## src/hdl/i128dm_pkg.sv

```systemverilog
`default_nettype none
// ----------------------------------------------------------------------------
// i128dm_pkg
// Shared types and constants of the pipelined 128-bit divider.
// ----------------------------------------------------------------------------
package i128dm_pkg;

    // Width of one operand and of one of its halves.
    localparam int DATA_WIDTH = 128;
    localparam int HALF_WIDTH = 64;

    // One restoring step per quotient bit.
    localparam int STEP_COUNT = DATA_WIDTH;

    // One input item.
    typedef struct packed {
        logic                  signed_mode;
        logic [HALF_WIDTH-1:0] dividend_high;
        logic [HALF_WIDTH-1:0] dividend_low;
        logic [HALF_WIDTH-1:0] divisor_high;
        logic [HALF_WIDTH-1:0] divisor_low;
    } t_in_item;

    // One result item.
    typedef struct packed {
        logic [HALF_WIDTH-1:0] quotient_high;
        logic [HALF_WIDTH-1:0] quotient_low;
        logic [HALF_WIDTH-1:0] remainder_high;
        logic [HALF_WIDTH-1:0] remainder_low;
        logic                  divide_by_zero;
    } t_out_item;

    // State that travels down the divider stages. The field quo_div holds the
    // dividend bits still to be consumed at its top and the quotient bits
    // already found at its bottom.
    typedef struct packed {
        logic                  neg_quotient;
        logic                  neg_remainder;
        logic                  divide_by_zero;
        logic [DATA_WIDTH-1:0] divisor;
        logic [DATA_WIDTH-1:0] remainder;
        logic [DATA_WIDTH-1:0] quo_div;
    } t_div_state;

endpackage
`default_nettype wire

```

## src/hdl/i128dm_step.sv

```systemverilog
`default_nettype none
// ----------------------------------------------------------------------------
// i128dm_step
// One registered restoring-division step: shift in one dividend bit, try the
// subtraction, and shift the quotient bit in.
// ----------------------------------------------------------------------------
module i128dm_step (
    input  wire                     i_clk,
    input  wire                     i_rst_n,
    input  wire                     i_en,
    input  wire                     i_valid,
    input  wire i128dm_pkg::t_div_state i_state,
    output logic                    o_valid,
    output i128dm_pkg::t_div_state  o_state
);

    localparam int W = i128dm_pkg::DATA_WIDTH;

    logic                   r_valid;
    i128dm_pkg::t_div_state r_state;
    i128dm_pkg::t_div_state n_state;
    logic [W:0]             shifted;
    logic [W+1:0]           diff;
    logic                   fits;

    // Partial remainder with the next dividend bit, and the trial subtraction.
    always_comb begin
        shifted = {i_state.remainder, i_state.quo_div[W-1]};
        diff    = {1'b0, shifted} - {2'b00, i_state.divisor};
        fits    = ~diff[W+1];
        n_state = i_state;
        n_state.remainder = fits ? diff[W-1:0] : shifted[W-1:0];
        n_state.quo_div   = {i_state.quo_div[W-2:0], fits};
    end

    // Valid bit of the stage.
    always_ff @(posedge i_clk) begin
        if (!i_rst_n) begin
            r_valid <= 1'b0;
        end else if (i_en) begin
            r_valid <= i_valid;
        end
    end

    // Stage payload.
    always_ff @(posedge i_clk) begin
        if (i_en) begin
            r_state <= n_state;
        end
    end

    assign o_valid = r_valid;
    assign o_state = r_state;

endmodule
`default_nettype wire

```

## config.mk

```make
export PLATFORM = sky130hd
export DESIGN_NAME = i128dm_step
export DESIGN_NICKNAME = d
export VERILOG_FILES = /design/src/hdl/i128dm_pkg.sv /design/src/hdl/i128dm_step.sv
export SDC_FILE = /design/constraint.sdc
export NUM_CORES = 1
export LEC_CHECK = 0
export BUFFER_PORTS_ARGS = -buffer_cell sky130_fd_sc_hd__clkbuf_2
export CAP_MARGIN = 10
export CORE_AREA = 2 2 305 307
export DETAILED_ROUTE_END_ITERATION = 10
export DIE_AREA = 0 0 307 309
export GPL_TIMING_DRIVEN = 1
export PLACE_DENSITY_LB_ADDON = 0.08
export SYNTH_ARGS = -nofsm -noshare
export SYNTH_HDL_FRONTEND = slang
export SYNTH_SLANG_ARGS = --single-unit
```

## constraint.sdc

```tcl
create_clock -name i_clk -period 7.2 [get_ports i_clk]
set_input_delay 1.08 -clock i_clk [delete_from_list [all_inputs] [get_ports i_clk]]
set_output_delay 1.08 -clock i_clk [all_outputs]
set_load 0.005 [all_outputs]
```

==> results.tsv <==
stage	metric	value	unit
worst_setup_path	crit_type	in2reg	
yosys	async_flop_share	0	
placed_design	numPortBuffers	778	
global_routing	grt_max_degree	127	
yosys	synth_edf_count	387	
flow_run	maxCapViolCount	0	
clocking	holdBufCountCts	0	
yosys	ys.flop_type	edfxtp_1	
finish	fin_nets	3410	
global_routing	grt_pass1_wl	136000	um
placed_design	post-dp-hpwl	78600	um
floorplanning	initial_core_util	0.239	
placed_design	place.gp.congestion	0.834	
power	p_total	7.05	mW
drt	vias	19400	
worst_setup_path	crit_fanout	73	
yosys	seq_area_frac_synth	0.532	
clocking	insertion_delay	0.60	ns
drt	routed_wl	95200	um
worst_setup_path	timing.rr.end	o_valid	
drt	drt-initial-drc-count	1281	
drt	wire_per_inst	23.1	um
floorplanning	row_count	111	
clocking	ctsHtreeMaxLevel	2	
power	p_leak	12.5	nW
power	irDropWorstVdd	138	uV
yosys	netlist.area_leader.share	0.532	
placed_design	place_inst	4025	
timing	finalSetupViolCount	0	
timing	rsz0062_at_grt	false	
clocking	clk_path_buf_depth	3	
worst_setup_path	path_depth	16	
timing	timing.final.crit_share	0.735	
clocking	cts_root_buffer	clkbuf_16	
global_routing	grt_use_total	0.192	
worst_setup_path	slowest_delay	0.60	ns
finish	finalCoreUtilization	0.314	
clocking	cts.sinks	388	
timing	worst_pin_slew	0.952	ns
timing	hold_viol_final	0	
power	power-per-cell-area	245	nW/um^2
clocking	cts_tree	yes	
run_status	status	complete, no violations	
timing	setup_tns	0	ns
worst_setup_path	crit_path_start_kind	input pin	
worst_setup_path	cpMaxStageDelayCell	nor3_1	
worst_setup_path	cp-end-kind	flip-flop	
timing	postLayoutSetupSlackWorst	1.91	ns
yosys	syn_inst	2115	
yosys	netlist_top_cells_area	edfxtp_1 53%, ha_1 7.3%, a21oi_1 6.8%, nor2_1 3.8%, nand2_1 3.1%	
global_routing	antenna_found_initial	14	
yosys	ys_ff_latch	388	
timing	slew_viol_final	0	
floorplanning	die-area	94900	um^2
floorplanning	coreArea	91400	um^2
finish	syn2layout_area_growth	31.4	%
drt	drc	0	
clocking	post_cts_buffers	0	
floorplanning	dieHeight	309	um
clocking	cts.clk_slew.worst_paths	0.05	ns
worst_setup_path	cp.required	7.59	ns
drt	ant_nets	0	
yosys	ys_top_cells_by_count	387 x edfxtp_1, 297 x a21oi_1, 224 x nor2_1	
yosys	yosys.area.top_type	edfxtp_1	
floorplanning	die_w	307	um
worst_setup_path	cp_data_arrival_time	5.69	ns
clocking	cts_buffers	49	
clocking	ctsResizeCount	0	
worst_setup_path	path_buf_inv	4	
worst_setup_path	crit_end	o_state[167]	
worst_setup_path	reg2reg_slack	6.60	ns
min_path	min_path_type	reg2reg	
yosys	synth.most_common_cell	edfxtp_1	
worst_setup_path	worstPathCellList	clkbuf_2 > inv_1 > ha_1 > nand4_1 > nor3_1 > nand3_1 > nor4_1 > o21ai_1 > a31oi_1 > o21ai_1 > nand3_1 > nand2_2 > inv_6 > buf_12 > nor2_1 > a21oi_1	
floorplanning	num_io_pins	779	
drt	vias_per_cell	4.71	
timing	clock.fmax	0.189	GHz
timing	skew	0	ns
yosys	ys_warn_count	0	
placed_design	pre_cts_slack	1.21	ns
timing	layout_min_cycle_time	5.29	ns
worst_setup_path	r2r_cells	2	
finish	layout-drive-gt1-share	0.307	
worst_setup_path	cp-startpoint	i_state[311]	
yosys	ys_types	82	
yosys	syn_avg_cell_area	10.3	um^2
global_routing	overflow	0	
global_routing	grt_pass1_vias	20200	
drt	firstDrtPassIters	5	
worst_setup_path	reg2reg_from	o_valid	
yosys	syn_nets	2635	
worst_setup_path	cp_top_family	simple AND/OR/NAND/NOR gates	
finish	stdcell_count	4118	
yosys	syn_area	21900	um^2
timing	max_slew_margin	0.359	
==> how the worst min path moves through the flow <==
stage,from,end,slack [ns],cells after the start
5_1_grt,o_valid,o_valid,0.58,2
4_1_cts,o_valid,o_valid,0.52,2
3_3_place_gp,o_valid,o_valid,0.51,2
2_1_floorplan,o_valid,o_valid,0.51,2
6_report,o_valid,o_valid,0.52,2
3_5_place_dp,o_valid,o_valid,0.51,2
==> per-layer routing <==
metal	vias to the layer above	GRT usage	share of wire	wire length, um
met2	636	0.347	0.51	48200
li1	9297	-	-	-
met5	-	0	0.0017	161
met4	22	0.0385	0.015	1450
met3	100	0.0556	0.078	7400
met1	9357	0.225	0.40	37900
==> report_power, final <==
| part | internal, mW | total (mW) | switching, mW |
|---|---|---|---|
| registers | 2.80 | 2.88 | 0.0787 |
| logic | 0.616 | 1.67 | 1.05 |
| clock network | 1.49 | 2.51 | 1.02 |
| total | 4.90 | 7.05 | 2.14 |
==> placed cells by master (no fill, tap or decap), drive strengths merged, types with 8 or more instances in the layout <==
cell and n:
a211oi 11, a21boi 10, a21o 42, a21oi 299
a31oi 14, and2 11, and3 11, buf 11
clkbuf 840, clkinv 17, edfxtp 387, ha 128
inv 179, nand2 182, nand3 33, nand4 58
nor2 224, nor3 36, nor4 15, o211ai 8
o21a 14, o21ai 133, o21bai 39, o31ai 14
xnor2 62, xor2 51
==> per-stage QoR <==
stage	hold slack [ns]	area, um^2
final	0.520	28700
after global routing	0.582	28700
after CTS	0.519	28700
after detailed placement	0.506	27100
after global placement	0.509	27100
after floorplan	0.507	21900
==> flip-flops by register name, indices dropped and copies added, names as in the netlist <==
| signal | count |
|---|---|
| o_state | 387 |
| o_valid | 1 |
==> area by class of cell <==
cell class	instances	area (um^2)
clock inverter	27	320
fill	9669	62700
tap	1186	1480
sequential	388	11600
multi-input combinational	1485	9270
antenna	3	7.51
inverter	178	673
clock buffer	63	1300
timing repair buffer	788	4030
==> kinds of logic (layout without fill, tap and decap cells) <==
| logic type | after synthesis | count (layout) | share of synthesized area |
|---|---|---|---|
| compound gates | 632 | 632 | 0.176 |
| simple gates | 608 | 608 | 0.127 |
| flops | 388 | 388 | 0.532 |
| buf+inv | 242 | 1056 | 0.0438 |
| fa+ha+maj | 129 | 129 | 0.0742 |
| xor+xnor | 113 | 113 | 0.0453 |
| mux | 3 | 3 | 0.00143 |
| other cells | 0 | 3 | 0 |
==> worst register-to-register path: cells and delay by family (launching register included) <==
kind,cells,cell delay [ns]
DFF,1,0.30
muxes,1,0.13
and+or+nand+nor,1,0.06
No activity file was read; power rests on OpenSTA's default activity.
